`src/hdl/rtpp_pkg.sv`:
```
// Shared types, constants and the header byte function of the RTP packetizer.
// No dependencies; used by the configuration registers and the top level.
`timescale 1ns / 1ps

package rtpp_pkg;

  // Longest frame accepted; longer lengths are cut to this value.
  localparam logic [23:0] MAX_FRAME_BYTES = 24'd65535;

  localparam logic [15:0] HDR_BYTES      = 16'd12;
  localparam logic [3:0]  HDR_LAST_IDX   = 4'd12;
  localparam logic [7:0]  RTP_VERSION_B0 = 8'h80;
  localparam logic [15:0] DEFAULT_UNIT   = 16'd1200;
  localparam logic [15:0] MIN_UNIT       = 16'd13;
  localparam logic [15:0] DEFAULT_MAX_PK = 16'd65535;

  // Configuration register indexes.
  localparam logic [7:0] REG_PT_CODE  = 8'd0;
  localparam logic [7:0] REG_SSRC     = 8'd1;
  localparam logic [7:0] REG_MAX_UNIT = 8'd2;
  localparam logic [7:0] REG_PKT_CAP  = 8'd3;

  typedef struct packed {
    logic [6:0]  pt_code;
    logic [31:0] ssrc;
    logic [15:0] max_unit;
    logic [15:0] pkt_cap;
  } cfg_t;

  // Byte idx of the 12-byte RTP header, multi-byte fields big endian.
  function automatic logic [7:0] hdr_byte(input logic [3:0]  idx,
                                          input logic        marker,
                                          input logic [6:0]  pt,
                                          input logic [15:0] seq,
                                          input logic [31:0] ts,
                                          input logic [31:0] ssrc);
    logic [7:0] b;
    case (idx)
      4'd0:    b = RTP_VERSION_B0;
      4'd1:    b = {marker, pt};
      4'd2:    b = seq[15:8];
      4'd3:    b = seq[7:0];
      4'd4:    b = ts[31:24];
      4'd5:    b = ts[23:16];
      4'd6:    b = ts[15:8];
      4'd7:    b = ts[7:0];
      4'd8:    b = ssrc[31:24];
      4'd9:    b = ssrc[23:16];
      4'd10:   b = ssrc[15:8];
      4'd11:   b = ssrc[7:0];
      default: b = 8'h00;
    endcase
    return b;
  endfunction

endpackage

```
`src/hdl/rtpp_cfg_regs.sv`:
```
// Configuration register file of the RTP packetizer.
// Depends on rtpp_pkg for the register indexes and the cfg_t bundle.
`timescale 1ns / 1ps

module rtpp_cfg_regs (
  input  logic               clk,
  input  logic               rst,
  input  logic               cfg_valid,
  output logic               cfg_ready,
  input  logic [7:0]         cfg_index,
  input  logic [31:0]        cfg_data,
  output rtpp_pkg::cfg_t     cfg
);

  logic [15:0] unit_wr;

  assign cfg_ready = 1'b1;

  // A unit size of zero selects the default; anything below the minimum is raised.
  always_comb begin
    if (cfg_data[15:0] == 16'd0) begin
      unit_wr = rtpp_pkg::DEFAULT_UNIT;
    end else if (cfg_data[15:0] < rtpp_pkg::MIN_UNIT) begin
      unit_wr = rtpp_pkg::MIN_UNIT;
    end else begin
      unit_wr = cfg_data[15:0];
    end
  end

  always_ff @(posedge clk) begin
    if (rst) begin
      cfg.pt_code  <= 7'd0;
      cfg.ssrc     <= 32'd0;
      cfg.max_unit <= rtpp_pkg::DEFAULT_UNIT;
      cfg.pkt_cap  <= rtpp_pkg::DEFAULT_MAX_PK;
    end else if (cfg_valid) begin
      case (cfg_index)
        rtpp_pkg::REG_PT_CODE:  cfg.pt_code  <= cfg_data[6:0];
        rtpp_pkg::REG_SSRC:     cfg.ssrc     <= cfg_data;
        rtpp_pkg::REG_MAX_UNIT: cfg.max_unit <= unit_wr;
        rtpp_pkg::REG_PKT_CAP:  cfg.pkt_cap  <= cfg_data[15:0];
        default:                ;
      endcase
    end
  end

endmodule

```
`src/hdl/rtp_packetizer.sv`:
```
// A payload byte that needs no header passes from the item register to the output register;
// a byte that opens a packet is preceded by 12 header bytes.
// Throughput: one frame byte per cycle while m_tready is high, with each packet header
// also taking the single output byte lane. Dropped bytes complete without waiting for the output.
// Reset (rst, synchronous, active high) clears the stream state, empties both stages
// and restores the register defaults.
`timescale 1ns / 1ps

// Top level of the RTP packetizer: item register, packet state, output register.
// Depends on rtpp_pkg and rtpp_cfg_regs.
module rtp_packetizer (
  input  logic        clk,
  input  logic        rst,
  // Input stream.
  input  logic        s_tvalid,
  output logic        s_tready,
  input  logic [55:0] s_tdata,   // data_byte[7:0], frame_length[23:8], frame_timestamp[55:24]
  input  logic        s_tuser,   // frame_start
  // Output stream.
  output logic        m_tvalid,
  input  logic        m_tready,
  output logic [23:0] m_tdata,   // out_byte[7:0], current_sequence[23:8]
  output logic [1:0]  m_tuser,   // packet_first[0], run_last[1]
  output logic        m_tlast,   // packet_last
  // Configuration write channel.
  input  logic        cfg_valid,
  output logic        cfg_ready,
  input  logic [7:0]  cfg_index,
  input  logic [31:0] cfg_data
);

  rtpp_pkg::cfg_t cfg;

  rtpp_cfg_regs u_cfg (
    .clk       (clk),
    .rst       (rst),
    .cfg_valid (cfg_valid),
    .cfg_ready (cfg_ready),
    .cfg_index (cfg_index),
    .cfg_data  (cfg_data),
    .cfg       (cfg)
  );

  // Item register: holds one input transaction until all of its bytes have left.
  logic        itm_valid;
  logic [7:0]  itm_data;
  logic        itm_fs;
  logic [15:0] itm_len;
  logic [31:0] itm_ts;

  // Stream state, updated once per item when the item completes (idx also steps per header byte).
  logic [15:0] seq;
  logic [15:0] fbl;
  logic [15:0] pbl;
  logic [15:0] pe;
  logic [31:0] lts;
  logic [3:0]  idx;   // header bytes already sent for the current item

  // Output register.
  logic        out_valid;
  logic [7:0]  out_byte;
  logic        out_first;
  logic        out_last;
  logic        out_run;
  logic [15:0] out_seq;

  // State as seen by this item once a frame start has been applied.
  logic [15:0] len_c;
  logic [15:0] eff_fbl;
  logic [15:0] eff_pbl;
  logic [15:0] eff_pe;
  logic [15:0] eff_seq;
  logic [31:0] eff_ts;
  logic [15:0] room;
  logic        need_hdr;
  logic        last_pkt;
  logic        emit;
  logic        hdr_phase;
  logic [15:0] pbl_next;
  logic        out_load;
  logic        finish;
  logic        in_take;
  logic [7:0]  byte_next;

  always_comb begin
    if ({8'd0, itm_len} > rtpp_pkg::MAX_FRAME_BYTES) begin
      len_c = rtpp_pkg::MAX_FRAME_BYTES[15:0];
    end else begin
      len_c = itm_len;
    end

    // A new frame abandons any open packet; its sequence number counts as used.
    eff_fbl = itm_fs ? len_c : fbl;
    eff_pbl = itm_fs ? 16'd0 : pbl;
    eff_pe  = itm_fs ? 16'd0 : pe;
    eff_seq = (itm_fs && (pbl != 16'd0)) ? seq + 16'd1 : seq;
    eff_ts  = itm_fs ? itm_ts : lts;

    room     = cfg.max_unit - rtpp_pkg::HDR_BYTES;
    need_hdr = (eff_pbl == 16'd0);
    last_pkt = (eff_fbl <= room);

    // Nothing is sent outside a frame or once the packet limit is used up.
    emit = (eff_fbl != 16'd0) && !(need_hdr && (eff_pe >= cfg.pkt_cap));

    if (need_hdr) begin
      pbl_next = (last_pkt ? eff_fbl : room) - 16'd1;
    end else begin
      pbl_next = eff_pbl - 16'd1;
    end

    hdr_phase = need_hdr && (idx != rtpp_pkg::HDR_LAST_IDX);
    out_load  = itm_valid && emit && (!out_valid || m_tready);
    finish    = itm_valid && (!emit || (!hdr_phase && out_load));
    in_take   = s_tvalid && s_tready;

    if (hdr_phase) begin
      byte_next = rtpp_pkg::hdr_byte(idx, last_pkt, cfg.pt_code, eff_seq,
                                     eff_ts, cfg.ssrc);
    end else begin
      byte_next = itm_data;
    end
  end

  // A new item enters as soon as the current one completes, in the same cycle.
  assign s_tready = !itm_valid || finish;

  always_ff @(posedge clk) begin
    if (rst) begin
      itm_valid <= 1'b0;
    end else if (in_take) begin
      itm_valid <= 1'b1;
    end else if (finish) begin
      itm_valid <= 1'b0;
    end
  end

  always_ff @(posedge clk) begin
    if (in_take) begin
      itm_data <= s_tdata[7:0];
      itm_len  <= s_tdata[23:8];
      itm_ts   <= s_tdata[55:24];
      itm_fs   <= s_tuser;
    end
  end

  always_ff @(posedge clk) begin
    if (rst) begin
      seq <= 16'd0;
      fbl <= 16'd0;
      pbl <= 16'd0;
      pe  <= 16'd0;
      lts <= 32'd0;
      idx <= 4'd0;
    end else begin
      if (out_load && hdr_phase) begin
        idx <= idx + 4'd1;
      end
      if (finish) begin
        idx <= 4'd0;
        lts <= eff_ts;
        pe  <= eff_pe;
        seq <= eff_seq;
        pbl <= eff_pbl;
        fbl <= eff_fbl;
        if (emit) begin
          fbl <= eff_fbl - 16'd1;
          pbl <= pbl_next;
          if (need_hdr) begin
            pe <= eff_pe + 16'd1;
          end
          if (pbl_next == 16'd0) begin
            seq <= eff_seq + 16'd1;
          end
        end else if (eff_fbl != 16'd0) begin
          // Packet limit reached: the byte is consumed silently.
          fbl <= eff_fbl - 16'd1;
        end
      end
    end
  end

  always_ff @(posedge clk) begin
    if (rst) begin
      out_valid <= 1'b0;
    end else if (out_load) begin
      out_valid <= 1'b1;
    end else if (m_tready) begin
      out_valid <= 1'b0;
    end
  end

  always_ff @(posedge clk) begin
    if (out_load) begin
      out_byte  <= byte_next;
      out_first <= hdr_phase && (idx == 4'd0);
      out_last  <= !hdr_phase && (pbl_next == 16'd0);
      out_run   <= !hdr_phase;
      out_seq   <= eff_seq;
    end
  end

  assign m_tvalid = out_valid;
  assign m_tdata  = {out_seq, out_byte};
  assign m_tuser  = {out_run, out_first};
  assign m_tlast  = out_last;

endmodule

```
`config.mk`:
```
export PLATFORM = sky130hd
export DESIGN_NAME = rtp_packetizer
export DESIGN_NICKNAME = d
export VERILOG_FILES = /design/src/hdl/rtpp_pkg.sv /design/src/hdl/rtpp_cfg_regs.sv /design/src/hdl/rtp_packetizer.sv
export SDC_FILE = /design/constraint.sdc
export NUM_CORES = 1
export LEC_CHECK = 0
export BUFFER_PORTS_ARGS = -buffer_cell sky130_fd_sc_hd__buf_2
export CORE_MARGIN = 3
export CORE_UTILIZATION = 60
export CTS_BUF_LIST = sky130_fd_sc_hd__clkbuf_4 sky130_fd_sc_hd__clkbuf_8 sky130_fd_sc_hd__clkbuf_16
export CTS_CLUSTER_DIAMETER = 100
export DETAILED_ROUTE_END_ITERATION = 12
export MAX_ROUTING_LAYER = met4
export PLACE_DENSITY = 0.85
export SKIP_LAST_GASP = 1
export SYNTH_ARGS = -nofsm -noshare
export SYNTH_HDL_FRONTEND = slang
export SYNTH_SLANG_ARGS = --single-unit
```
`constraint.sdc`:
```
create_clock -name clk -period 15.9 [get_ports clk]
set_input_delay 2.385 -clock clk [delete_from_list [all_inputs] [get_ports clk]]
set_output_delay 2.385 -clock clk [all_outputs]
set_load 0.02 [all_outputs]
```
# Word level (Yosys, flattened, before mapping)

Index checks and enable logic that the tools add are counted.

$add $sub $neg: 8
Order comparisons: 3
Equality and inequality tests: 15
Multiplexer cells: 22
Reduce and logical (&&, ||, !) cells: 34

Operator list:

| kind                  | number |
|---|---|
| $mux 16               | 15 |
| $pmux 8 s12           | 1 |
| $add 16x1->16 const B | 3 |
| $logic_not 16->1      | 3 |
| $sub 16x1->16 const B | 3 |
| $mux 32               | 1 |
| $reduce_bool 16->1    | 2 |
| $eq 4x3->1 const B    | 4 |
| $eq 4x4->1 const B    | 4 |
| $eq 8x2->1 const B    | 2 |
| $ge 16x16->1          | 1 |
| $le 16x16->1          | 1 |
| $lt 16x4->1 const B   | 1 |
| $sub 16x4->16 const B | 1 |
| $logic_and 1x1->1     | 12 |
| $eq 4x2->1 const B    | 2 |
| $eq 8x1->1 const B    | 1 |
| $logic_not 8->1       | 1 |
| $mux 8                | 1 |
| $reduce_and 2->1      | 4 |
| $logic_not 1->1       | 5 |
| $add 4x1->4 const B   | 1 |
| $eq 4x1->1 const B    | 1 |
| $logic_not 4->1       | 1 |
| other kinds (5)       | 11 |

Register bits after elaboration: 257
Input bits: 102
Output and inout bits: 30
Word-level logic and storage cells: 103

# Logic depth before layout (Yosys ltp)

Gate-level depths: netlist (run 1).

Depth after elaboration: 13
Depth in mapped cells: 26
Mapped depth without buffers: 23

# By module

A second synthesis (run 1) with hierarchy kept.

Cells, all modules: 1664
Area total of the unflattened synthesis: 14636.5 um2

Modules (own cells, without submodules):

| module         | times used | cells each | area an instance (um2) | seq. area each (um2) |
|---|---|---|---|---|
| rtp_packetizer | 1          | 1312       | 11484.8                | 4564.4 |
| rtpp_cfg_regs  | 1          | 352        | 3151.8                 | 1421.4 |

# Worst setup path before layout (run 1)

Ideal clock, no wire load.

Kind: register -> register
Start: reg itm_fs
End: reg itm_data[0] (enable)
Setup time: 0.506 ns
Data arrival time: 8.070 ns
Required time: 15.394 ns
Slack: 7.324 ns
Cell stages (with the launch flop): 22
Path buffers: 10
Period minus slack after synthesis: 8.576 ns
Cells stage by stage: edfxtp_1 > clkbuf_1 > buf_1 > clkbuf_1 > buf_1 > buf_1 > clkbuf_1 > clkbuf_1 > clkbuf_1 > clkbuf_1 > nor2b_1 > ha_1 > a21o_1 > a21o_1 > a21o_1 > a21o_1 > a21o_1 > a21o_1 > a21o_1 > a21oi_1 > clkbuf_1 > a31oi_1

Word-level cells in the longest chain between the ends: 12
Elaborated cells on any way between the ends: 19
Classes of those cells: 1 x order compare; 3 x mux; 15 x reduce/logical

RTL lines:

| element                                                 | RTL line                                     | RTL |
|---|---|---|
| start: declaration                                      | rtp_packetizer.sv:47                         | `logic itm_fs;` |
| start signal: assignment                                | rtp_packetizer.sv:143                        | `itm_fs <= s_tuser;` |
| $mux 16, on equally long branches                       | rtp_packetizer.sv:95, rtp_packetizer.sv:94   |  |
| $ge 16x16->1 / $logic_not 16->1 (equally long branches) | rtp_packetizer.sv:104, rtp_packetizer.sv:100 |  |
| $logic_and 1x1->1                                       | rtp_packetizer.sv:104                        | `emit = (eff_fbl != 16'd0) && !(need_hdr && (eff_pe >= cfg.pkt_cap));` |
| $logic_not 1->1                                         | rtp_packetizer.sv:104                        |  |
| $logic_and 1x1->1                                       | rtp_packetizer.sv:104                        |  |
| $logic_and 1x1->1 (2 in a row)                          | rtp_packetizer.sv:113                        | `out_load = itm_valid && emit && (!out_valid \|\| m_tready);` |
| $logic_and 1x1->1                                       | rtp_packetizer.sv:114                        | `finish = itm_valid && (!emit \|\| (!hdr_phase && out_load));` |
| $logic_or 1x1->1 (*)                                    | rtp_packetizer.sv:114                        |  |
| $logic_and 1x1->1 (*)                                   | rtp_packetizer.sv:114                        |  |
| $logic_or 1x1->1 (*)                                    | rtp_packetizer.sv:126                        | `assign s_tready = !itm_valid \|\| finish;` |
| $logic_and 1x1->1 (*)                                   | rtp_packetizer.sv:115                        | `in_take = s_tvalid && s_tready;` |
| net in_take                                             | rtp_packetizer.sv:82                         | `logic in_take;` |
| end signal: assignment                                  | rtp_packetizer.sv:140                        | `itm_data <= s_tdata[7:0];` |
| end: declaration                                        | rtp_packetizer.sv:46                         | `logic [7:0] itm_data;` |

Mark *: on every way through the listed nets, which the timed path passes. The rest lies on a longest branch.
A chain may end at the register's enable or synchronous reset.

# Worst setup path after layout (run 1)

Start: reg, netlist name u_cfg.cfg[20]
End: reg seq[0]

Word-level cells in the longest chain between the ends: 8

RTL lines:

| element                | RTL line              | RTL |
|---|---|---|
| $sub 16x4->16 (*)      | rtp_packetizer.sv:99  | `room = cfg.max_unit - rtpp_pkg::HDR_BYTES;` |
| $le 16x16->1           | rtp_packetizer.sv:101 | `last_pkt = (eff_fbl <= room);` |
| $mux 16 (*)            | rtp_packetizer.sv:107 | `pbl_next = (last_pkt ? eff_fbl : room) - 16'd1;` |
| $sub 16x1->16 (*)      | rtp_packetizer.sv:107 |  |
| $mux 16 (*)            | rtp_packetizer.sv:106 | `if (need_hdr) begin` |
| $logic_not 16->1 (*)   | rtp_packetizer.sv:172 | `if (pbl_next == 16'd0) begin` |
| $mux 16 (*)            | rtp_packetizer.sv:172 |  |
| $mux 16 (*)            | rtp_packetizer.sv:166 | `if (emit) begin` |
| end signal: assignment | rtp_packetizer.sv:163 | `seq <= eff_seq;` |
| end signal: assignment | rtp_packetizer.sv:173 | `seq <= eff_seq + 16'd1;` |
| end: declaration       | rtp_packetizer.sv:52  | `logic [15:0] seq;` |

Mark *: on every way between the ends. The rest lies on a longest branch, timed or not.

==> run_results.csv, run 1 <==
group,metric,value,unit
outcome,status,"completed",
drt,drc,0,
setup_path,crit_required,16.34,ns
timing,clock_skew,0.0296,ns
setup_path,worstReg2RegEnd,"seq[0]",
floorplanning,ios,132,
timing,tightestPinTransition,1.12,ns
timing,fin_setup_tns,0,ns
drt,avgRoutedWirePerCell,20.1,um
clock_tree,ctsHoldBuffers,0,
finish,nets,1791,
yosys,synth_area_leaders,"dfxtp_1, edfxtp_1, nand2_1",
clock_tree,cts_buffer_depth,3,
finish,final_common_cell,"nand2_1",
clock_tree,htreeDepth,1,
clock_tree,post_cts_buffers,0,
grt,grt_pass1_vias,11732,
yosys,ys_async_sr_fraction,0,
finish,syn2layout_area_growth,12.6,%
drt,ant_nets,0,
timing,drv_slew,0,
worst_hold_path,worstHoldPathCells,2,
drt,drtPass1Iterations,6,
timing,period_share,0.499,
grt,antenna_found_initial,0,
power,leakagePower,5.92,nW
clock_tree,tritoncts,"yes",
yosys,syn_area,0.0136,mm^2
clock_tree,root_buffer,"clkbuf_16",
run,maxCapViolations,0,
yosys,ys_seq_area_frac,0.439,
grt,grt-ovfl-total,0,
worst_hold_path,min_path_type,"reg2reg",
placement,portBuffers,130,
setup_path,rr_startpoint,"u_cfg.cfg[20]",
timing,setup-violations-final,0,
clock_tree,clkTransAtPathRegs,0.06,ns
setup_path,end_kind,"flop",
finish,layout-drive-gt1-share,0.133,
placement,place.gp.congestion,0.956,
grt,grt_pass1_wl,61500,um
floorplanning,die_area,0.0246,mm^2
drt,drt_iter0_markers,1456,
drt,vias,12446,
clock_tree,cts_resized,0,
worst_hold_path,min_from,"fbl[2]",
floorplanning,rows,54,
timing,relSlewSlack,0.247,
drt,via_per_inst,6.39,
yosys,syn-num-nets,1717,
drt,wl,39200,um
yosys,synth_top_area_share,0.254,
yosys,yosysTopAreaCell,"dfxtp_1",
setup_path,reg2regPathDepth,23,
setup_path,crit_arrival,8.38,ns
worst_hold_path,hold-path-endpoint,"fbl[2]",
setup_path,rrSetupSlack,7.96,ns
timing,hold_viol_final,0,
floorplanning,core,0.0221,mm^2
clock_tree,numClockSinks,257,
setup_path,path_class,"reg2reg",
yosys,yosys_warnings,0,
grt,grt_use_total,0.319,
floorplanning,die_height,157,um
floorplanning,start_util,0.617,
placement,place_area,0.0144,mm^2
yosys,synth_cell_types,78,
timing,max_freq,126,MHz
yosys,avgSynthCellArea,8.67,um^2
floorplanning,die_w,157,um
timing,rsz0062_at_grt,"false",
timing,finalCriticalPeriod,7.94,ns
finish,stdcell_area,0.0154,mm^2
finish,antenna_cells,0,
yosys,ys_ff_latch,257,
finish,final_cell_mix,"nand2_1, dfxtp_1, a21oi_1",
yosys,synth_edf_count,84,
setup_path,critPathLaunchType,"flop",
power,powerDensity,183,mW/mm^2
yosys,netlist_instances,1573,
grt,grt_max_degree,100,
clock_tree,clk_latency,0.57,ns
setup_path,crit_fanout,12,
yosys,ys.flop_type,"dfxtp_1",
clock_tree,cts_inserted_buffers,28,
power,peakVddDrop,0.122,mV
placement,hpwl,27000,um
[where the power goes]
part | total, mW | switching (mW) | internal, mW | leakage [nW]
combinational | 1.25 | 0.872 | 0.382 | 3.22
sequential | 0.864 | 0.0597 | 0.804 | 2.20
clock | 0.689 | 0.279 | 0.410 | 0.493
[cell usage after synthesis (4+ instances only)]
| cell type | n |
|---|---|
| o221ai_1 | 6 |
| nor2_1 | 106 |
| nor3_1 | 24 |
| a221oi_1 | 10 |
| mux2_2 | 5 |
| nand2b_1 | 5 |
| o21ai_0 | 43 |
| or4_1 | 7 |
| a21oi_1 | 155 |
| o32ai_1 | 4 |
| dfxtp_1 | 173 |
| nor4_1 | 23 |
| or3_1 | 24 |
| nand3_1 | 70 |
| a22o_1 | 8 |
| o31ai_1 | 4 |
| buf_1 | 5 |
| and4_1 | 6 |
| a21o_1 | 15 |
| a32oi_1 | 7 |
| nor2b_1 | 28 |
| edfxtp_1 | 84 |
| clkbuf_1 | 85 |
| o22ai_1 | 12 |
| a211o_1 | 5 |
| buf_4 | 5 |
| a211oi_1 | 8 |
| xnor2_1 | 32 |
| mux2i_1 | 58 |
| a22oi_1 | 17 |
| xor2_1 | 19 |
| o211ai_1 | 38 |
| and3_1 | 14 |
| nand2_1 | 240 |
| ha_1 | 42 |
| or2_2 | 4 |
| and2_1 | 14 |
| inv_1 | 59 |
| nand4_1 | 27 |
| a31oi_1 | 25 |
[layer usage]
metal / part of all wire / wire length, um / vias up / track usage
met5: 0 / 0 / - / -
met4: 0.031 / 1200 / 0 / 0.0975
met3: 0.098 / 3850 / 105 / 0.0509
met2: 0.46 / 18000 / 684 / 0.495
met1: 0.41 / 16200 / 5807 / 0.433
li1: - / - / 5850 / -
[stage by stage]
| stage | hold WS (ns) | util | total power [mW] | instances | setup slack [ns] |
|---|---|---|---|---|---|
| floorplan | 0.429 | - | 1.74 | 1573 | 7.32 |
| global placement | 0.438 | 0.650 | 2.07 | 1897 | 8.44 |
| detailed placement | 0.443 | 0.650 | 2.08 | 1897 | 8.22 |
| CTS | 0.452 | 0.695 | 2.78 | 1949 | 8.11 |
| global route | 0.470 | 0.695 | 2.95 | 1949 | 7.54 |
| finish | 0.452 | 0.695 | 2.81 | 1949 | 7.96 |
[worst max path at each step]
stage | startpoint | endpoint
after CTS | u_cfg.cfg[20] | seq[0]
after detailed placement | u_cfg.cfg[20] | seq[0]
after global placement | u_cfg.cfg[20] | seq[0]
final | u_cfg.cfg[20] | seq[0]
after floorplan | itm_fs | itm_data[0]
after global routing | u_cfg.cfg[25] | seq[0]
[registers in the layout (all words and copies together) (netlist names)]
name       cells
fbl           16
idx            4
itm_data       8
itm_fs         1
itm_len       16
itm_ts        32
itm_valid      1
lts           32
m_tlast        1
m_tvalid       1
out_byte       8
out_first      1
out_run        1
out_seq       16
pbl           16
pe            16
seq           16
u_cfg.cfg     71
[logic make-up after synthesis]
group,synth area share
simple gates,0.214
compound gates,0.180
flops,0.439
buf+inv,0.0462
mux,0.0483
xor+xnor,0.0339
fa+ha+maj,0.0385
other cells,0.000275
[layout make-up]
class / instances / area, um^2
inverters: 61 / 229
fillers: 1705 / 6730
well taps: 280 / 350
multi-input cells: 1156 / 7050
clock buffers: 38 / 813
repair buffers: 143 / 751
flip-flops and latches: 257 / 5990
clock inverters: 14 / 183
[critical path, stage by stage (launching register included)]
cell and delay [ns]:
dfxtp_1 0.35, or4_4 0.56, or3b_1 0.55, nor3_1 0.23, xnor2_1 0.14, ha_1 0.33
nand4_1 0.13, nor2_1 0.44, nand2_1 0.17, a221o_1 0.34, nand4_1 0.43, a21oi_1 0.27
a222oi_1 0.59, ha_1 0.29, o21ai_0 0.11, or4_1 0.65, or3_1 0.40, or3_1 0.34
a211oi_1 0.27, nand4_1 0.20, nor3_1 0.19, buf_4 0.23, mux2i_1 0.24, mux2_1 0.34
No activity file was read; power rests on OpenSTA's default activity.
==> inputs of run 2 (changes only) <==
--- a/config.mk
+++ b/config.mk
@@ -5,6 +5,7 @@
 export SDC_FILE = /design/constraint.sdc
 export NUM_CORES = 1
 export LEC_CHECK = 0
+export ABC_AREA = 1
 export BUFFER_PORTS_ARGS = -buffer_cell sky130_fd_sc_hd__buf_2
 export CORE_MARGIN = 3
 export CORE_UTILIZATION = 60
==> constraint.sdc (replaced) <==
create_clock -name clk -period 8.2 [get_ports clk]
set_input_delay 1.23 -clock clk [delete_from_list [all_inputs] [get_ports clk]]
set_output_delay 1.23 -clock clk [all_outputs]
set_load 0.02 [all_outputs]
==> run 2 against run 1 <==
  * Sequential power rose by 57%
  * Sequential cell count did not move
  * First-iteration DRC count grew 2.1%
  * Routed wire length fell by 6.5%
  * Clock power increased by 86%
  * Via count grew 1.9%
  * Hold slack improved by 0.0066 ns
  * Critical path depth shrank 8
  * Core utilization rose by 0.16 points
  * Sequential share of layout area is essentially flat
  * Worst setup slack got worse by 5.5 ns
  * Clock skew is 0.016 ns lower
==> run_results.csv, run 2 <==
group,metric,value,unit
setup_path,crit_slowest_cell,"edfxtp_1",
power,leakagePower,6.79,nW
clock_tree,cts_inserted_buffers,28,
drt,drt_iter0_markers,1486,
clock_tree,ctsHoldBuffers,0,
finish,regMostFlops,"u_cfg.cfg",
floorplanning,rows,54,
timing,relSlewSlack,0.212,
placement,portBuffers,130,
timing,max_freq,175,MHz
outcome,status,"completed",
yosys,avgSynthCellArea,7.65,um^2
yosys,yosysTopAreaCell,"dfxtp_1",
floorplanning,die_w,157,um
power,p_sw,0.760,mW
setup_path,rrSetupSlack,2.49,ns
setup_path,cp_slowest_stage_delay,0.73,ns
finish,largest_register_ffs,71,
setup_path,crit_arrival,4.48,ns
yosys,synth.most_common_cell,"nand2_1",
clock_tree,numClockSinks,257,
grt,grt_pass1_vias,11673,
clock_tree,tritoncts,"yes",
setup_path,cp_cell_sequence,"inv_2 > buf_4 > or2_2 > o21ai_0 > ha_1 > inv_1 > nor2_1 > inv_1 > nor4_2 > inv_2 > nor2_1 > a21oi_2 > buf_4 > o211ai_1 > buf_2",
floorplanning,start_util,0.618,
yosys,ys_seq_area_frac,0.440,
power,power,2.96,mW
grt,grt_pass1_wl,58900,um
floorplanning,die_height,157,um
clock_tree,cts_buffer_depth,3,
grt,grt_max_degree,65,
run,maxCapViolations,0,
finish,top_regs,"u_cfg.cfg (71), itm_ts (32), lts (32)",
clock_tree,root_buffer,"clkbuf_16",
power,pwr-share-clk,0.432,
clock_tree,post_cts_buffers,0,
yosys,ys_ff_latch,257,
drt,avgRoutedWirePerCell,16.8,um
finish,syn2layout_area_growth,12.8,%
yosys,synth_common_cells,"nand2_1, inv_1, dfxtp_1, nor2_1, o21ai_0",
finish,final_cell_mix,"nand2_1, inv_1, dfxtp_1",
clock_tree,clkTransAtPathRegs,0.06,ns
clock_tree,cts_resized,0,
yosys,yosys_warnings,0,
placement,hpwl,26800,um
worst_hold_path,min_path_type,"reg2reg",
grt,antenna_found_initial,0,
finish,nets,2026,
timing,fin_setup_tns,0,ns
placement,place.gp.congestion,1.04,
drt,vias,12677,
timing,hold_viol_final,0,
setup_path,crit_required,6.97,ns
finish,layout-drive-gt1-share,0.136,
timing,drv_slew,0,
yosys,ys.flop_type,"dfxtp_1",
power,combPwrFrac,0.108,
setup_path,crit_fanout,59,
grt,grt_use_total,0.304,
clock_tree,clk_latency,0.56,ns
yosys,synth_cell_types,58,
finish,antenna_cells,0,
power,power.share.switching,0.257,
grt,grt-ovfl-total,0,
floorplanning,core,0.0220,mm^2
drt,via_per_inst,5.81,
setup_path,path_class,"reg2out",
yosys,syn_area,0.0136,mm^2
timing,finalCriticalPeriod,5.71,ns
power,peakVddDrop,0.170,mV
yosys,synth_area_leaders,"dfxtp_1, edfxtp_1, nand2_1",
yosys,synth_top_area_share,0.254,
yosys,synth_edf_count,84,
clock_tree,htreeDepth,1,
power,powerDensity,193,mW/mm^2
timing,period_share,0.697,
drt,drtPass1Iterations,6,
drt,wl,36700,um
floorplanning,ios,132,
finish,final_common_cell,"nand2_1",
power,internal-power,2.20,mW
yosys,netlist_instances,1779,
floorplanning,die_area,0.0245,mm^2
setup_path,critPathLaunchType,"flop",
yosys,syn-num-nets,1923,
yosys,ys_async_sr_fraction,0,
drt,ant_nets,0,
timing,rsz0062_at_grt,"false",
power,p_seq_frac,0.460,
timing,setup-violations-final,0,
timing,clock_skew,0.0140,ns
drt,drc,0,
timing,tightestPinTransition,1.18,ns
setup_path,end_kind,"primary output",
## run 2: cell count changes after synthesis, sizes merged, moves of 22 or more
cell    before  now
inv         60  251
nand2      241  378
o21ai       45  168
a21oi      155   78
nor2       106  182
mux2i       58    3
o22ai       12   59
clkbuf      85   46
nand3       71  102
nor2b       28    0
xnor2       33    7
or3         24    0
a31oi       25    3
## run 2: area by class of cell
cell class / instances / area [um^2]
multi-input combinational: 1201 / 6380
sequential: 257 / 5990
timing repair buffer: 139 / 718
inverter: 255 / 957
fill: 1803 / 6680
tap: 280 / 350
clock buffer: 41 / 852
clock inverter: 10 / 104
## run 2: metrics by stage
stage	cells	setup slack (ns)	instance area, um^2	util	hold WS [ns]
final	2183	2.49	15400	0.697	0.458
after global routing	2183	1.97	15400	0.697	0.474
after CTS	2183	2.60	15400	0.697	0.458
after detailed placement	2132	2.67	14400	0.654	0.446
after global placement	2132	2.86	14400	0.654	0.437
after floorplan	1779	2.67	13600	-	0.423
## run 2: power by group through the flow
stage               Combinational (mW)  Sequential [mW]  Clock (mW)
floorplan                        0.207             1.39           0
global placement                 0.305             1.39           0
detailed placement               0.311             1.39           0
CTS                              0.313             1.36        1.29
global route                     0.354             1.36        1.35
finish                           0.320             1.36        1.28
## run 2: kinds of logic (layout without fill, tap and decap cells)
group / after synthesis / count (layout) / synth area share
muxes: 3 / 3 / 0.00221
buffers and inverters: 321 / 445 / 0.0914
other: 1 / 1 / 0.000276
adders and majority gates: 42 / 42 / 0.0386
AOI/OAI and AO/OA: 361 / 361 / 0.152
DFF: 257 / 257 / 0.440
and+or+nand+nor: 748 / 748 / 0.246
xor gates and xnor gates: 46 / 46 / 0.0296
## run 2: final timing paths
kind / from / endpoint / cells after the start
setup / recovery: itm_fs / s_tready / 15
hold / removal: u_cfg.cfg[57] / u_cfg.cfg[57] / 2
setup reg to reg: itm_fs / seq[0] / 28
hold reg to reg: u_cfg.cfg[57] / u_cfg.cfg[57] / 2
## run 2: critical path: cells and delay by family, from the launching register on
kind                     cells  cell delay (ns)
flip-flops                   1             0.73
adder cells (fa/ha/maj)      1             0.24
AND/OR/NAND/NOR              4             1.16
AO/OA/AOI/OAI                3             0.48
buffers and inverters        7             1.30
## run 2: metal layers
layer / part of all wire / wire (um) / GRT usage / vias up
met5: 0 / 0 / - / -
met4: 0.025 / 907 / 0.0850 / 0
met3: 0.099 / 3630 / 0.0379 / 84
met2: 0.45 / 16600 / 0.460 / 636
met1: 0.42 / 15600 / 0.433 / 5817
li1: - / - / - / 6140
